**src/rtl/core/gfbr_pkg.sv**
```systemverilog
// Shared types and constants of the graphic panel frame buffer refresher.
`default_nettype none

package gfbr_pkg;

  localparam int ADDR_W_MAX = 12;

  localparam logic [7:0] CMD_COLUMN_ZERO = 8'h40;
  localparam logic [7:0] CMD_PAGE_BASE   = 8'hB8;
  localparam logic [7:0] CMD_START_LINE  = 8'hC0;
  localparam logic [7:0] CMD_DISPLAY_ON  = 8'h3F;
  localparam logic [7:0] FILL_ONES       = 8'hFF;
  localparam logic [7:0] FILL_ZEROS      = 8'h00;

  typedef enum logic [1:0] {
    OP_PIXEL = 2'd0,
    OP_FILL  = 2'd1,
    OP_TICK  = 2'd2,
    OP_INIT  = 2'd3
  } op_t;

  typedef enum logic [2:0] {
    JOB_PIXEL = 3'd0,
    JOB_FILL  = 3'd1,
    JOB_EMIT  = 3'd2,
    JOB_READ  = 3'd3,
    JOB_INIT  = 3'd4
  } job_kind_t;

  typedef struct packed {
    op_t        op;
    logic [6:0] x;
    logic [5:0] y;
    logic       color;
  } in_item_t;

  typedef struct packed {
    logic       chip;
    logic       is_data;
    logic [7:0] bus_byte;
    logic       end_of_frame;
    logic       last;
  } out_item_t;

  typedef struct packed {
    job_kind_t               kind;
    logic [ADDR_W_MAX-1:0]   addr;
    logic [2:0]              bit_sel;
    logic                    color;
    logic                    chip;
    logic [7:0]              bus_byte;
    logic                    eof;
  } job_t;

  typedef struct packed {
    logic full;
    logic empty;
  } queue_stat_t;

endpackage

`default_nettype wire

```
**src/rtl/core/gfbr_front.sv**
```systemverilog
// Front end: classifies accepted items into jobs and tracks the refresh position.
`default_nettype none

module gfbr_front #(
  parameter int PAGES            = 8,
  parameter int COLUMNS_PER_CHIP = 64
) (
  input  wire logic              clk,
  input  wire logic              rst,
  input  wire logic              accept,
  input  wire gfbr_pkg::in_item_t item,
  output logic                   push,
  output gfbr_pkg::job_t         job
);

  localparam int CW  = $clog2(COLUMNS_PER_CHIP);
  localparam int PW  = (PAGES > 1) ? $clog2(PAGES) : 1;
  localparam int WPP = 4 + 2 * COLUMNS_PER_CHIP;
  localparam int RW  = $clog2(WPP);

  logic [PW-1:0] page;
  logic [PW-1:0] page_next;
  logic [RW-1:0] step;
  logic [RW-1:0] step_next;

  logic          pix_ok;
  logic          pix_chip;
  logic [7:0]    pix_col;
  logic [RW-1:0] data_idx;
  logic          page_end;
  logic          frame_end;

  always_comb begin
    pix_ok   = (9'(item.x) < 9'(2 * COLUMNS_PER_CHIP)) && (32'(item.y[5:3]) < PAGES);
    pix_chip = 9'(item.x) >= 9'(COLUMNS_PER_CHIP);
    pix_col  = pix_chip ? (8'(item.x) - 8'(COLUMNS_PER_CHIP)) : 8'(item.x);
    data_idx = step - RW'(4);
    page_end = step == RW'(WPP - 1);
    frame_end = page_end && (page == PW'(PAGES - 1));
  end

  always_comb begin
    push      = 1'b0;
    job       = '0;
    page_next = page;
    step_next = step;
    unique case (item.op)
      gfbr_pkg::OP_PIXEL: begin
        push        = accept && pix_ok;
        job.kind    = gfbr_pkg::JOB_PIXEL;
        job.addr    = gfbr_pkg::ADDR_W_MAX'({pix_chip, PW'(item.y[5:3]), pix_col[CW-1:0]});
        job.bit_sel = item.y[2:0];
        job.color   = item.color;
      end
      gfbr_pkg::OP_FILL: begin
        push      = accept;
        job.kind  = gfbr_pkg::JOB_FILL;
        job.color = item.color;
      end
      gfbr_pkg::OP_TICK: begin
        push    = accept;
        job.eof = frame_end;
        if (step < RW'(4)) begin
          job.kind     = gfbr_pkg::JOB_EMIT;
          job.chip     = step[0];
          job.bus_byte = step[1] ? (gfbr_pkg::CMD_PAGE_BASE | 8'(page))
                                 : gfbr_pkg::CMD_COLUMN_ZERO;
        end else begin
          job.kind = gfbr_pkg::JOB_READ;
          job.chip = data_idx[0];
          job.addr = gfbr_pkg::ADDR_W_MAX'({data_idx[0], page, CW'(data_idx >> 1)});
        end
        if (accept) begin
          if (page_end) begin
            step_next = '0;
            page_next = frame_end ? '0 : page + PW'(1);
          end else begin
            step_next = step + RW'(1);
          end
        end
      end
      gfbr_pkg::OP_INIT: begin
        push     = accept;
        job.kind = gfbr_pkg::JOB_INIT;
      end
    endcase
  end

  always_ff @(posedge clk) begin
    if (rst) begin
      page <= '0;
      step <= '0;
    end else begin
      page <= page_next;
      step <= step_next;
    end
  end

endmodule

`default_nettype wire

```
**config.mk**
```make
export PLATFORM = sky130hd
export DESIGN_NAME = gfbr_front
export DESIGN_NICKNAME = d
export VERILOG_FILES = /design/src/rtl/core/gfbr_pkg.sv /design/src/rtl/core/gfbr_front.sv
export SDC_FILE = /design/constraint.sdc
export NUM_CORES = 1
export LEC_CHECK = 0
export ABC_AREA = 1
export BUFFER_PORTS_ARGS = -buffer_cell sky130_fd_sc_hd__buf_4
export CAP_MARGIN = 40
export CORE_ASPECT_RATIO = 1.2
export CORE_MARGIN = 1.5
export CORE_UTILIZATION = 27
export CTS_BUF_LIST = sky130_fd_sc_hd__clkbuf_4 sky130_fd_sc_hd__clkbuf_8
export CTS_CLUSTER_SIZE = 40
export DETAILED_ROUTE_END_ITERATION = 8
export GPL_TIMING_DRIVEN = 0
export MAX_ROUTING_LAYER = met4
export SETUP_SLACK_MARGIN = 0.02
export SYNTH_ARGS = -nofsm -noshare
export SYNTH_HDL_FRONTEND = slang
export SYNTH_SLANG_ARGS = --single-unit
```
**constraint.sdc**
```tcl
create_clock -name clk -period 2 [get_ports clk]
set_clock_uncertainty 0.15 [all_clocks]
set_input_delay 0.1 -clock clk [delete_from_list [all_inputs] [get_ports clk]]
set_output_delay 0.1 -clock clk [all_outputs]
set_load 0.03 [all_outputs]
```
Word-level counts from Yosys, hierarchy flattened
Cells that the tools add are included.

Output and inout bits: 30. Input bits: 19. Register bits: 11.

Muxes and demuxes: 14. Order comparisons: 2. $add $sub $neg: 4. Reduce and logical (&&, ||, !) cells: 6. Eq/ne operators: 5.

Operators with widths (count): 8-bit two-way mux (3); 10-bit two-way mux (2); 10-bit one-hot mux with 2 select lines (1); 3-bit one-hot mux with 4 select lines (1); 8-bit by 1-bit adder with 8-bit output (second input constant) (1); 8-bit == test (second input constant) (1); 8-bit by 3-bit less-than comparator with 1-bit output (second input constant) (1); 7-bit >= comparator (second input constant) (1); 7-bit by 3-bit subtractor with 7-bit output (second input constant) (1); 3-bit two-way mux (2); 6-bit two-way mux (1); 6-bit by 1-bit subtractor with 6-bit output (second input constant) (1); 2-bit == test (second input constant) (2); 1-bit two-way mux (4); 4-bit OR reduction (1); 3-bit by 1-bit adder with 3-bit output (second input constant) (1); 3-bit == test (second input constant) (1); 3-bit AND reduction (1); 2-bit by 1-bit == test with 1-bit output (second input constant) (1); 2-bit logical NOT (1); 2-bit AND reduction (1); 2-bit OR reduction (1); 1-bit logical AND (1).

Longest topological paths before layout
Depth in word-level cells: 3. Gate-level depth with buffers: 8. Gate-level depth less buffers: 8.

Worst setup path after synthesis
OpenSTA, ideal clock, no wires.

Path kind: register to output. Start point: reg step[2]. End point: out job[18] in the netlist's numbering. Stages on the path, launching flop included: 8. Arrival: 1669 ps. Path slack: 81 ps. Required time: 1750 ps. Cells stage by stage: dfxtp_1 inv_1 ha_1 nand2_1 nor2_2 nand2_2 nand2_2 o21ai_0.

RTL lines: from (decl) (line gfbr_front.sv:23) `logic [RW-1:0] step;`; from (signal assigned) (line gfbr_front.sv:95) `step <= step_next;`; to (decl) (line gfbr_front.sv:13) `output gfbr_pkg::job_t job`.

==> results.sh <==
export IMPL_hold_path_class="in2reg"
export IMPL_antenna_found_initial=0
export IMPL_grt_overflow=0
export IMPL_avgSynthCellArea_um2=6.222
export IMPL_yosys_top_cells_area="dfxtp_1, nand2_1, inv_1"
export IMPL_pin_count=49
export IMPL_dpl_hpwl_um=1884
export IMPL_end_kind="output port"
export IMPL_die_w_um=55.95
export IMPL_met2_usage_pct=21.58
export IMPL_drc=0
export IMPL_syn_to_final_growth_pct=55.10
export IMPL_numCtsBuffers=3
export IMPL_grt_usage_pct=12.32
export IMPL_grt_max_degree=11
export IMPL_cts_sinks=11
export IMPL_p_per_area_mw_per_mm2=380.9
export IMPL_synth_cell_types=22
export IMPL_clk_latency_ns=0.26
export IMPL_r2r_slack_ns=0.44
export IMPL_maxCapViolCount=0
export IMPL_synth_top_area_share_pct=24.24
export IMPL_fin_ws_ns=0.1510
export IMPL_rsz0062_at_grt="no"
export IMPL_dp_slack_ns=0.1937
export IMPL_fp_dieH_um=66.54
export IMPL_synth_common_cells="nand2_1, inv_1, nor2_1"
export IMPL_vdd_drop_max_mv=0.2487
export IMPL_post_route_period_util_pct=92.45
export IMPL_grt_busiest_layer="met2"
export IMPL_use_met1_pct=13.79
export IMPL_final_util_pct=44.90
export IMPL_start_util_pct=28.95
export IMPL_synth_async_reset_ratio_pct=0
export IMPL_hold_violations=0
export IMPL_synthFlopType="dfxtp_1"
export IMPL_cts_root_buf="clkbuf_4"
export IMPL_n_antenna_cell=0
export IMPL_yosysSeqAreaShare_pct=24.24
export IMPL_synth_cell_area_um2=908.4
export IMPL_drt_iter0_markers=30
export IMPL_synth_most_common_cell="nand2_1"
export IMPL_period_needed_ns=1.849
export IMPL_avgViaCountPerCell=4.308
export IMPL_ant_nets=0
export IMPL_critical_path_class="reg2out"
export IMPL_num_vias=1021
export IMPL_cts_htree_levels=1
export IMPL_synth_cells=146
export IMPL_worstPathArrival_ns=1.60
export IMPL_ys_ff_latch=11
export IMPL_yosys_warnings=0
export IMPL_wirelength_um=2302
export IMPL_grt_first_pass_wirelength_um=3657
export IMPL_synth_top_area_cell="dfxtp_1"
export IMPL_grt_pass1_vias=880
export IMPL_die_area_mm2=0.003723
export IMPL_cp_start_kind="register"
export IMPL_nets=227
export IMPL_first_pass_iters=4
export IMPL_crit_path_max_fanout=4
export IMPL_use_met3_pct=2.330
export IMPL_clkTransAtPathRegs_ns=0.07
export IMPL_core_rowCount=22
export IMPL_cts_tree="yes"
export IMPL_drv_slew=0
export IMPL_clockBufferDepth=2
export IMPL_setup_violations_final=0
export IMPL_max_freq_mhz=540.8
export IMPL_drive_gt1_share_pct=37.81
export IMPL_globalplace_congestion=0.8118
export IMPL_wl_per_cell_um=9.713
export IMPL_io_buffer_count=46
export IMPL_outcome="finished, final reports clean"
export IMPL_synth_edff_count=0
export IMPL_setup_tns_ns=0
export IMPL_leakage_nw=0.7463
export IMPL_worstPathRequired_ns=1.75
export IMPL_coreArea_mm2=0.003138
final timing paths:
kind,from,endpoint,cells past startpoint
setup / recovery,step[3],job[0],6
hold / removal,accept,step[1],3
setup reg to reg,step[3],page[1],8
hold reg to reg,step[0],step[0],2
worst max-delay path, cell delays in order, from the launching register on:
cell and delay, ns:
dfxtp_2 0.35, inv_2 0.07, buf_4 0.13, ha_1 0.15, nand3_1 0.11, nor4_1 0.31
buf_4 0.23
logic make-up after synthesis:
kind of cell	share of synthesized area, %
simple gates	33.88
buf+inv	16.25
compound gates	13.08
flops	24.24
fa+ha+maj	8.264
xor+xnor	3.857
other cells	0.4128
where the power goes:
| group | switching, mW | total, mW | internal [mW] | leakage, nW |
|---|---|---|---|---|
| sequential | 0.00240 | 0.222 | 0.219 | 0.0901 |
| clock | 0.0758 | 0.166 | 0.0905 | 0.0184 |
| combinational | 0.0846 | 0.148 | 0.0639 | 0.638 |
metrics by stage:
| step | power (mW) | std cells | hold WS [ns] | area (um^2) |
|---|---|---|---|---|
| floorplan | 0.3088 | 147 | 0.1139 | 912.1 |
| global placement | 0.3741 | 229 | 0.2330 | 1303 |
| detailed placement | 0.3746 | 229 | 0.2386 | 1303 |
| CTS | 0.5443 | 235 | 0.03244 | 1359 |
| global route | 0.5713 | 237 | 0.04378 | 1409 |
| finish | 0.5366 | 237 | 0.03961 | 1409 |
placed cells by master (no fill, tap or decap), types with 2 or more instances in the layout:
master    Yosys  routed
buf_4         6      52
conb_1        1       2
nor2_1       20      20
clkbuf_4      0       4
inv_2         2       4
nor3_1        2       2
inv_1        24      21
buf_6         0       3
ha_1          6       5
nand2_1      29      28
nand3_1       7       7
dfxtp_1      11       9
o21ai_0      13      12
nor2_4        1       2
nand4_1       2       2
a21oi_1       9       9
nand2_2       3       3
xor2_1        3       3
metal layers:
layer  vias up  wire length [um]
met5         -                 0
met1       423              1069
met3         0               160
met2        31              1072
met4         0                 0
li1        567                 -
final cells by class:
cell class              instances  area, um^2
fillers                       345        1729
flip-flops and latches         11       225.2
well taps                      36       45.04
plain buffers                   7       50.05
clock buffers                   4       30.03
multi-input cells             103       569.3
inverters                      26       100.1
repair buffers                 50       389.1
flip-flops by register name (all words and copies together), names as in the netlist:
signal and cells:
step 8, page 3
timing repair:
item                       4_1_cts  5_1_grt
resized for setup                6       10
setup endpoints to repair       17       17
hold endpoints to repair         5        0
hold buffers                     1        0
pin swaps                        1        2
setup buffers                    1        2
No activity file was read; power rests on OpenSTA's default activity.
