[src/rtl/core/gfbr_pkg.sv]
// Shared types and constants of the graphic panel frame buffer refresher.
`default_nettype none

package gfbr_pkg;

  localparam int ADDR_W_MAX = 12;

  localparam logic [7:0] CMD_COLUMN_ZERO = 8'h40;
  localparam logic [7:0] CMD_PAGE_BASE   = 8'hB8;
  localparam logic [7:0] CMD_START_LINE  = 8'hC0;
  localparam logic [7:0] CMD_DISPLAY_ON  = 8'h3F;
  localparam logic [7:0] FILL_ONES       = 8'hFF;
  localparam logic [7:0] FILL_ZEROS      = 8'h00;

  typedef enum logic [1:0] {
    OP_PIXEL = 2'd0,
    OP_FILL  = 2'd1,
    OP_TICK  = 2'd2,
    OP_INIT  = 2'd3
  } op_t;

  typedef enum logic [2:0] {
    JOB_PIXEL = 3'd0,
    JOB_FILL  = 3'd1,
    JOB_EMIT  = 3'd2,
    JOB_READ  = 3'd3,
    JOB_INIT  = 3'd4
  } job_kind_t;

  typedef struct packed {
    op_t        op;
    logic [6:0] x;
    logic [5:0] y;
    logic       color;
  } in_item_t;

  typedef struct packed {
    logic       chip;
    logic       is_data;
    logic [7:0] bus_byte;
    logic       end_of_frame;
    logic       last;
  } out_item_t;

  typedef struct packed {
    job_kind_t               kind;
    logic [ADDR_W_MAX-1:0]   addr;
    logic [2:0]              bit_sel;
    logic                    color;
    logic                    chip;
    logic [7:0]              bus_byte;
    logic                    eof;
  } job_t;

  typedef struct packed {
    logic full;
    logic empty;
  } queue_stat_t;

endpackage

`default_nettype wire

[src/rtl/core/gfbr_queue.sv]
// Two-entry job queue between the front end and the back end.
`default_nettype none

module gfbr_queue (
  input  wire logic             clk,
  input  wire logic             rst,
  input  wire logic             push,
  input  wire gfbr_pkg::job_t   push_job,
  input  wire logic             pop,
  output gfbr_pkg::job_t        head,
  output gfbr_pkg::queue_stat_t stat
);

  gfbr_pkg::job_t entry [2];
  logic       wr_ptr;
  logic       rd_ptr;
  logic [1:0] count;

  always_comb begin
    head       = entry[rd_ptr];
    stat.full  = count == 2'd2;
    stat.empty = count == 2'd0;
  end

  always_ff @(posedge clk) begin
    if (push) begin
      entry[wr_ptr] <= push_job;
    end
  end

  always_ff @(posedge clk) begin
    if (rst) begin
      wr_ptr <= 1'b0;
      rd_ptr <= 1'b0;
      count  <= '0;
    end else begin
      if (push) begin
        wr_ptr <= ~wr_ptr;
      end
      if (pop) begin
        rd_ptr <= ~rd_ptr;
      end
      count <= count + 2'(push) - 2'(pop);
    end
  end

endmodule

`default_nettype wire

[config.mk]
export PLATFORM = sky130hd
export DESIGN_NAME = gfbr_queue
export DESIGN_NICKNAME = d
export VERILOG_FILES = /design/src/rtl/core/gfbr_pkg.sv /design/src/rtl/core/gfbr_queue.sv
export SDC_FILE = /design/constraint.sdc
export NUM_CORES = 1
export LEC_CHECK = 0
export BUFFER_PORTS_ARGS = -buffer_cell sky130_fd_sc_hd__buf_2
export CAP_MARGIN = 20
export CORE_MARGIN = 5
export CORE_UTILIZATION = 40
export DETAILED_ROUTE_END_ITERATION = 8
export HOLD_SLACK_MARGIN = 0.05
export MAX_ROUTING_LAYER = met4
export PLACE_DENSITY_LB_ADDON = 0.15
export SYNTH_ARGS = -nofsm -noshare
export SYNTH_HDL_FRONTEND = slang
export SYNTH_SLANG_ARGS = --single-unit
[constraint.sdc]
create_clock -name clk -period 1.9 [get_ports clk]
set_input_delay 0.095 -clock clk [delete_from_list [all_inputs] [get_ports clk]]
set_output_delay 0.095 -clock clk [all_outputs]
set_load 0.01 [all_outputs]
After elaboration in Yosys (flattened, before gate mapping)
Memory sizes are Yosys's and may differ from the RTL's. A register that Yosys moved wholly into a read port is not among the register bits.
Cells that the tools add are included.
{"block": "word_totals", "reg_bits": 4, "output_inout_bits": 31, "mem_bits_rw": 58, "inputBits": 33, "mem_count": 1}
{"block": "classes", "n_bitwise": 2, "add_sub_neg": 2, "muxes": 4, "eq_ne": 1, "n_reduce_logical": 1}
{"memory": "entry", "depth": 2, "word_bits": 29, "read_ports": 1, "rd_clocked_by_memory_dff": 1, "wr": 1, "line": "gfbr_queue.sv:14", "rtl": "gfbr_pkg::job_t entry [2];"}
{"operator": "$mux W1", "n": 4}
{"operator": "$add A2 B1 Y2", "n": 1}
{"operator": "$eq A2 B2 Y1 const B", "n": 1}
{"operator": "$logic_not A2 Y1", "n": 1}
{"operator": "$not A1 Y1", "n": 2}
{"operator": "$sub A2 B1 Y2", "n": 1}

Depth between registers and ports, before layout
Gate-level depths: netlist of the first run.
{"block": "depth", "depth_word": 3, "depth_mapped": 6, "mapped_depth_nobuf": 6}

Worst setup path after synthesis of the first run
Ideal clock, no wire load.
{"block": "synth_path", "kind": "register -> register", "start": "register wr_ptr", "end": "memory entry[0][0] in the netlist's numbering, enable pin", "slack_ns": -0.154, "stages_incl_launch_ff": 2, "synth_period_minus_slack_ns": 2.054, "arrival_time_ns": 1.636, "cell_sequence": "dfxtp_1 > nor2b_1"}
{"item": "start: declaration", "line": "gfbr_queue.sv:15", "rtl": "logic wr_ptr;"}
{"item": "start signal: assignment", "line": "gfbr_queue.sv:38", "rtl": "wr_ptr <= ~wr_ptr;"}
{"item": "end: declaration", "line": "gfbr_queue.sv:14"}
No word-level cell before the write port.

==> flow_summary_export.csv, run 1 <==
group,metric,value,unit
status,status,"finished, final reports clean",
global_routing,grtUsageTotal,0.128,
timing,setup_viol,0,
clock_tree,cts_buffers,9,
synth,synth_cells,111,
setup_path,critPathMaxStageDelay,0.45,ns
timing,rsz0062_at_grt,"false",
clock_tree,clkTransAtPathRegs,0.06,ns
setup_path,end_kind,"primary output",
setup_path,slowest_stage,"dfxtp_2",
layout,fin_cells,297,
clock_tree,ctsRootBufferMaster,"clkbuf_8",
synth,ys_seq_elements,63,
timing,fmax,617,MHz
pwr,max-vdd-ir-drop,0.517,mV
routing,via_per_inst,4.44,
setup_path,cp_cell_sequence,"buf_4 -> mux2_2 -> buf_2",
placed_design,place_congestion,0.703,
setup_path,cp_num_buf_inv,2,
timing,worst_pin_slew,0.342,ns
routing,wl,4280,um
routing,drtAntennaViolNets,0,
layout,fill_cells,508,
timing,clock_skew,0.00571,ns
clock_tree,h-tree-depth,3,
synth,synth_nets,146,
layout,syn_to_final_growth,38.0,%
setup_path,timing.rr.start,"count[0]",
setup_path,cpLargestDelayFamily,"flip-flops",
clock_tree,cts_sinks,63,
placed_design,dp_cells,251,
synth,seq_area_frac_synth,0.784,
setup_path,cp_max_fo,12,
global_routing,grt_pass1_wl,6690,um
floorplan,start_util,0.404,
setup_path,worst_ep_arrival_time,1.52,ns
timing,finalCritPeriodShare,0.853,
timing,hold_viol_final,0,
global_routing,antenna_found_initial,0,
worst_hold_path,hold_class,"in2reg",
setup_path,crit_type,"reg2out",
synth,avgSynthCellArea,21.2,um2
placed_design,dp_hpwl,2910,um
timing,slew_headroom,0.771,
layout,nets,252,
synth,synthTopCellsByArea,"edfxtp_1 74%, mux2_2 9.1%, mux2_4 6.4%",
synth,yosysWarnings,0,
synth,syn_area,2350,um2
synth,synth_cell_types,13,
synth,synth.top_cell.area_share,0.741,
synth,synth_top_area_cell,"edfxtp_1",
global_routing,grt_start_max_net_pins,21,
routing,via_count,1320,
timing,setup_tns,0,ns
timing,slew_violations,0,
clock_tree,clk_latency,0.32,ns
clock_tree,cts_tree,"done",
floorplan,core_area,5820,um2
pwr,total_power,0.00300,W
floorplan,row_count,28,
pwr,power.density,925,nW/um2
floorplan,ios,64,
timing,period_needed,1.62,ns
routing,drcViolationCount,0,
floorplan,fp.dieArea,7510,um2
worst_hold_path,worstHoldStart,"pop",
layout,diodes,0,
run,cap_violations,0,
floorplan,die_w,86.6,um
global_routing,first_global_vias,1461,
setup_path,reg2reg_slack,0.69,ns
placed_design,io_buffers,63,
routing,initialDrtViolationCount,49,
routing,drt-pass1-iter-count,4,
routing,wl_per_cell,14.4,um
setup_path,required,1.80,ns
setup_path,startpoint_type,"register",
floorplan,die_y,86.6,um
layout,final_layout_size_suffix_gt1_frac,0.495,
clock_tree,cts.path.max_buffers,2,
global_routing,grt_overflow_total,0,
pwr,p_leak,1.28,nW
clock_tree,cts_setup_buffers,0,
[layout make-up]
class	instances	area [um2]	area share
clock inverters	3	13.8	0.00424
well taps	75	93.8	0.0289
repair buffers	98	666	0.205
clock buffers	13	139	0.0428
inverters	2	7.51	0.00231
multi-input cells	43	480	0.148
flip-flops and latches	63	1840	0.568
[through the flow]
step | instance area (um2) | worst slack [ns] | hold WS, ns | utilization
after floorplan | 2350 | 0.391 | 0.167 | -
after global placement | 2790 | 0.609 | 0.282 | 0.480
after detailed placement | 2790 | 0.582 | 0.286 | 0.480
after CTS | 3240 | 0.222 | 0.0694 | 0.558
after global routing | 3240 | 0.193 | 0.0834 | 0.558
final | 3240 | 0.280 | 0.0839 | 0.558
[Yosys cell counts]
library cell,count
buf_2,1
xnor2_1,2
inv_1,2
edfxtp_1,58
mux2_4,10
nor2_1,5
nor2b_1,3
mux2_2,19
xnor3_1,1
ha_1,2
and2_1,1
dfxtp_1,5
buf_6,2
[registers in the layout (all words and copies together), names as in the netlist, named ones only]
| register | flops |
|---|---|
| wr_ptr | 1 |
| rd_ptr | 1 |
| entry | 58 |
| count | 2 |
[cell families (layout without fill, tap and decap cells)]
group,count (synthesis),after routing,synth area share
fa+ha+maj,2,2,0.0106
buf+inv,5,116,0.0149
simple gates,9,9,0.0186
mux,29,29,0.155
flops,63,63,0.784
xor+xnor,3,3,0.0170
[where the power goes]
part	internal, W	switching [W]	total [W]
Sequential	0.00162	0.0000352	0.00165
Combinational	0.000248	0.000191	0.000439
Clock	0.000466	0.000442	0.000908
Total	0.00233	0.000668	0.00300
[final timing paths]
check             endpoint  cells past startpoint
hold / removal    register                      3
setup / recovery   head[0]                      3
setup reg to reg  count[1]                      6
hold reg to reg   register                      2
[metal layers]
metal | track usage | vias to the layer above | share of wire
li1 | - | 637 | -
met1 | 0.124 | 635 | 0.37
met2 | 0.218 | 40 | 0.55
met3 | 0.0371 | 8 | 0.058
met4 | 0.0892 | 0 | 0.022
met5 | - | - | 0
[worst reg2reg max path: stages (launching register included)]
cell,delay [ns]
dfxtp_1,0.35
inv_1,0.05
ha_1,0.26
inv_1,0.04
ha_1,0.17
xnor3_1,0.19
nor2_1,0.04
[cell usage in the layout (no fill, tap or decap), drive strengths merged]
cell type	netlist	layout
and2	1	1
buf	3	68
clkbuf	0	13
clkinv	0	3
dfxtp	5	5
dlygate4sd3	0	30
edfxtp	58	58
ha	2	2
inv	2	2
mux2	29	29
nor2	5	5
nor2b	3	3
xnor2	2	2
xnor3	1	1
[timing repair]
item,CTS,global route
endpoints found under the hold margin,63,0
resized for setup,0,0
hold buffers,30,0
endpoints found under the setup margin,0,0
No activity file was read; power rests on OpenSTA's default activity.
==> inputs of run 2 (changes only) <==
==> constraint.sdc (replaced) <==
create_clock -name clk -period 1.93 [get_ports clk]
set_input_delay 0.0965 -clock clk [delete_from_list [all_inputs] [get_ports clk]]
set_output_delay 0.0965 -clock clk [all_outputs]
set_load 0.01 [all_outputs]
==> flow_summary_export.csv, run 2 (synthesis gave the netlist of run 1 again) <==
group,metric,value,unit
routing,drcViolationCount,0,
timing,clock_skew,0.00505,ns
timing,rsz0062_at_grt,"false",
clock_tree,cts.path.max_buffers,2,
setup_path,worst_ep_arrival_time,1.38,ns
status,status,"finished, final reports clean",
floorplan,ios,64,
setup_path,required,1.83,ns
layout,mostFrequentLayoutCells,"63 x buf_2, 58 x edfxtp_1, 31 x dlygate4sd3_1",
routing,initialDrtViolationCount,61,
setup_path,startpoint_type,"register",
pwr,power.density,975,nW/um2
global_routing,grt_overflow_total,0,
routing,drtAntennaViolNets,0,
layout,top_regs,"entry x58, count x2",
run,cap_violations,0,
timing,period_needed,1.48,ns
floorplan,start_util,0.404,
global_routing,first_global_vias,1417,
clock_tree,h-tree-depth,3,
floorplan,core_area,5820,um2
pwr,max-vdd-ir-drop,0.805,mV
routing,wl,4190,um
placed_design,dp_hpwl,2850,um
worst_hold_path,hold_class,"in2reg",
timing,slew_headroom,0.772,
floorplan,row_count,28,
routing,via_per_inst,4.44,
global_routing,antenna_found_initial,0,
global_routing,grtUsageTotal,0.127,
routing,via_count,1315,
setup_path,end_kind,"primary output",
timing,worst_pin_slew,0.342,ns
clock_tree,post_cts_resized,0,
floorplan,die_y,86.6,um
timing,setup_viol,0,
timing,finalCritPeriodShare,0.768,
timing,hold_viol_final,0,
floorplan,die_w,86.6,um
layout,nets,252,
clock_tree,cts_buffers,9,
layout,syn_to_final_growth,40.7,%
setup_path,cp_max_fo,29,
timing,setup_tns,0,ns
setup_path,critPathMaxStageDelay,0.37,ns
pwr,total_power,0.00322,W
global_routing,grt_start_max_net_pins,30,
routing,wl_per_cell,14.2,um
placed_design,io_buffers,63,
layout,diodes,0,
clock_tree,cts_sinks,63,
setup_path,crit_type,"reg2out",
timing,slew_violations,0,
clock_tree,cts_tree,"done",
timing,fmax,675,MHz
clock_tree,clkTransAtPathRegs,0.07,ns
layout,regMostFlops,"entry",
layout,layout_commonest_cell,"buf_2",
clock_tree,clk_latency,0.32,ns
layout,largest_register_ffs,58,
pwr,p_leak,1.31,nW
floorplan,fp.dieArea,7510,um2
routing,drt-pass1-iter-count,4,
setup_path,cp_cell_sequence,"buf_12 -> mux2_2 -> buf_2",
placed_design,place_congestion,0.696,
setup_path,slowest_stage,"mux2_2",
layout,final_layout_size_suffix_gt1_frac,0.502,
global_routing,grt_pass1_wl,6670,um
clock_tree,ctsRootBufferMaster,"clkbuf_8",
## run 2: cell types whose count changed in the layout (fill, tap and decap cells not counted), sizes merged
cell / change
clkbuf: -3
bufinv: +2
buf: -1
dlygate4sd3: +1
## run 2: worst max-delay path, delay by kind of cell (launching register included)
kind	cells	cell delay, ns
flip-flops	1	0.34
buffers and inverters	2	0.35
multiplexers	1	0.37
## run 2: path summary, 6_finish.rpt
kind,startpoint,end,slack (ns),depth (start not counted)
setup reg to reg,rd_ptr,register,0.68,3
setup / recovery,register,head[0],0.45,3
hold / removal,pop,rd_ptr,0.08,3
hold reg to reg,rd_ptr,rd_ptr,0.56,2
## run 2: timing repair
action / CTS / global route
hold endpoints to repair: 63 / 0
setup buffers: 0 / 0
hold buffers: 31 / 0
## run 2: stage by stage
step	utilization	hold WS [ns]	worst slack [ns]	cell area, um2	cells
finish	0.569	0.0814	0.449	3310	296
global route	0.569	0.0922	0.385	3310	296
CTS	0.569	0.0578	0.413	3310	296
detailed placement	0.481	0.289	0.717	2800	250
global placement	0.481	0.286	0.766	2800	250
floorplan	-	0.168	0.421	2350	111
## run 2: where the power goes
part,internal (W),total [W],switching [W]
logic,0.000250,0.000445,0.000195
registers,0.00159,0.00162,0.0000294
clock network,0.000711,0.00116,0.000447
total,0.00255,0.00322,0.000671
## run 2: per-layer routing
layer,up-vias,GRT usage,wire [um]
li1,634,-,-
met1,636,0.131,1690
met2,38,0.211,2220
met3,7,0.0475,225
met4,0,0.0637,59
met5,-,-,0
## run 2: cell type report
type | count | area (um2)
clock buffers | 10 | 128
clock inverters | 5 | 73.8
well taps | 75 | 93.8
inverters | 2 | 7.51
multi-input cells | 43 | 480
repair buffers | 98 | 681
fillers | 476 | 2510
flip-flops and latches | 63 | 1840
==> inputs of run 3 (changes only) <==
==> constraint.sdc (replaced) <==
create_clock -name clk -period 1.3 [get_ports clk]
set_input_delay 0.065 -clock clk [delete_from_list [all_inputs] [get_ports clk]]
set_output_delay 0.065 -clock clk [all_outputs]
set_load 0.01 [all_outputs]
==> flow_summary_export.csv, run 3 (synthesis gave the netlist of run 1 again) <==
group,metric,value,unit
status,violations,"setup timing",
pwr,max-vdd-ir-drop,0.881,mV
layout,syn_to_final_growth,54.7,%
timing,slew_headroom,0.837,
setup_path,timing.rr.start,"count[0]",
clock_tree,h-tree-depth,3,
routing,initialDrtViolationCount,41,
placed_design,dp_cells,252,
layout,fin_util,0.625,
layout,nets,256,
clock_tree,ctsRootBufferMaster,"clkbuf_8",
floorplan,ios,64,
setup_path,cp_num_buf_inv,2,
setup_path,cp_max_fo,10,
clock_tree,cts_buffers,9,
timing,finalWorstSetupSlack,-0.106,ns
layout,diodes,0,
global_routing,grt_pass1_wl,6690,um
setup_path,cp_cell_sequence,"buf_12 -> mux2_4 -> buf_6",
global_routing,antenna_found_initial,0,
setup_path,reg2reg_slack,0.10,ns
routing,route.met2.wl,2400,um
setup_path,cpLargestDelayFamily,"flip-flops",
floorplan,fp.dieArea,7510,um2
pwr,power.density,1330,nW/um2
pwr,p_leak,1.47,nW
global_routing,grt_overflow_total,0,
clock_tree,cts_tree,"done",
layout,register_area,1850,um2
layout,stdcell_area,3640,um2
routing,met1_length,1710,um
timing,rsz0062_at_grt,"true",
setup_path,end_kind,"primary output",
layout,final_layout_size_suffix_gt1_frac,0.513,
worst_hold_path,min_to,"entry[0][20]",
setup_path,slowest_stage,"dfxtp_4",
layout,largest_register_ffs,58,
worst_hold_path,worstHoldPathCells,2,
placed_design,place_congestion,0.666,
timing,finalCritPeriodShare,1.08,
global_routing,first_global_vias,1456,
routing,dr.max_layer_used,"met4",
global_routing,grt_start_max_net_pins,19,
clock_tree,clk_latency,0.31,ns
layout,fill_cells,433,
floorplan,start_util,0.404,
timing,setup_viol,29,
routing,drcViolationCount,0,
timing,clock_skew,0.00322,ns
run,cap_violations,0,
setup_path,critPathMaxStageDelay,0.42,ns
setup_path,r2r_end,"count[1]",
routing,via_count,1326,
placed_design,place_area,2820,um2
timing,slew_violations,0,
worst_hold_path,worstHoldStart,"push_job[20]",
layout,top_regs,"entry x58, count x2",
global_routing,grtUsageTotal,0.123,
status,status,"finished, violations left",
setup_path,reg2reg_depth,6,
clock_tree,cts.path.max_buffers,2,
layout,regMostFlops,"entry",
routing,wl,4390,um
layout,mostFrequentLayoutCells,"58 x edfxtp_1, 33 x buf_2, 32 x dlygate4sd3_1",
floorplan,die_y,86.6,um
timing,hold_viol_final,0,
routing,drt-pass1-iter-count,4,
placed_design,io_buffers,63,
layout,multiInputGateArea,553,um2
setup_path,required,1.24,ns
floorplan,core_area,5820,um2
timing,period_needed,1.41,ns
worst_hold_path,hold_class,"in2reg",
setup_path,startpoint_type,"register",
setup_path,worst_ep_arrival_time,1.34,ns
routing,drtAntennaViolNets,0,
routing,wl_met3,222,um
clock_tree,cts_sinks,63,
routing,via_per_inst,4.41,
floorplan,die_w,86.6,um
routing,wl_per_cell,14.6,um
layout,layout_commonest_cell,"edfxtp_1",
clock_tree,clkTransAtPathRegs,0.06,ns
placed_design,dp_hpwl,2770,um
floorplan,row_count,28,
layout,fin_cells,301,
timing,worst_pin_slew,0.244,ns
timing,fmax,711,MHz
setup_path,crit_type,"reg2out",
run 3: final cells by class:
type                            instances  area share
Multi-Input combinational cell         43       0.152
Timing Repair Buffer                  102       0.263
Tap cell                               75      0.0258
Inverter                                2     0.00206
Clock buffer                           11      0.0361
Sequential cell                        63       0.508
Clock inverter                          5      0.0134
run 3: worst max-delay path by stage:
stage | to | depth (start not counted) | slack [ns]
final | head[6] | 3 | -0.11
after global routing | head[21] | 3 | -0.16
after detailed placement | count[1] | 6 | 0.09
after floorplan | entry[0][0] | 1 | -0.21
after CTS | head[15] | 3 | -0.15
after global placement | count[1] | 6 | 0.14
run 3: stage by stage:
step | power [W] | setup TNS (ns) | worst slack [ns] | hold WS, ns
finish | 0.00484 | -2.65 | -0.106 | 0.475
floorplan | 0.00280 | -6.05 | -0.209 | 0.137
detailed placement | 0.00307 | 0 | 0.0885 | 0.257
global route | 0.00507 | -4.33 | -0.165 | 0.463
global placement | 0.00304 | 0 | 0.144 | 0.252
CTS | 0.00486 | -3.16 | -0.149 | 0.454
run 3: repair_timing:
| item | CTS | global route |
|---|---|---|
| hold endpoints to repair | 63 | 0 |
| hold buffers | 32 | 0 |
| pin swaps | 0 | 1 |
| resized for setup | 40 | 13 |
| setup buffers | 0 | 0 |
| endpoints found under the setup margin | 29 | 30 |
| gates cloned | 1 | 1 |
run 3: per-layer routing:
layer	GRT usage	up-vias
li1	-	647
met5	-	-
met2	0.207	37
met1	0.136	637
met3	0.0314	5
met4	0.0595	0
run 3: power breakdown:
group          leakage [nW]  internal (W)  switching (W)
logic                 0.789      0.000566       0.000331
registers             0.587       0.00236      0.0000545
clock network        0.0945      0.000870       0.000657
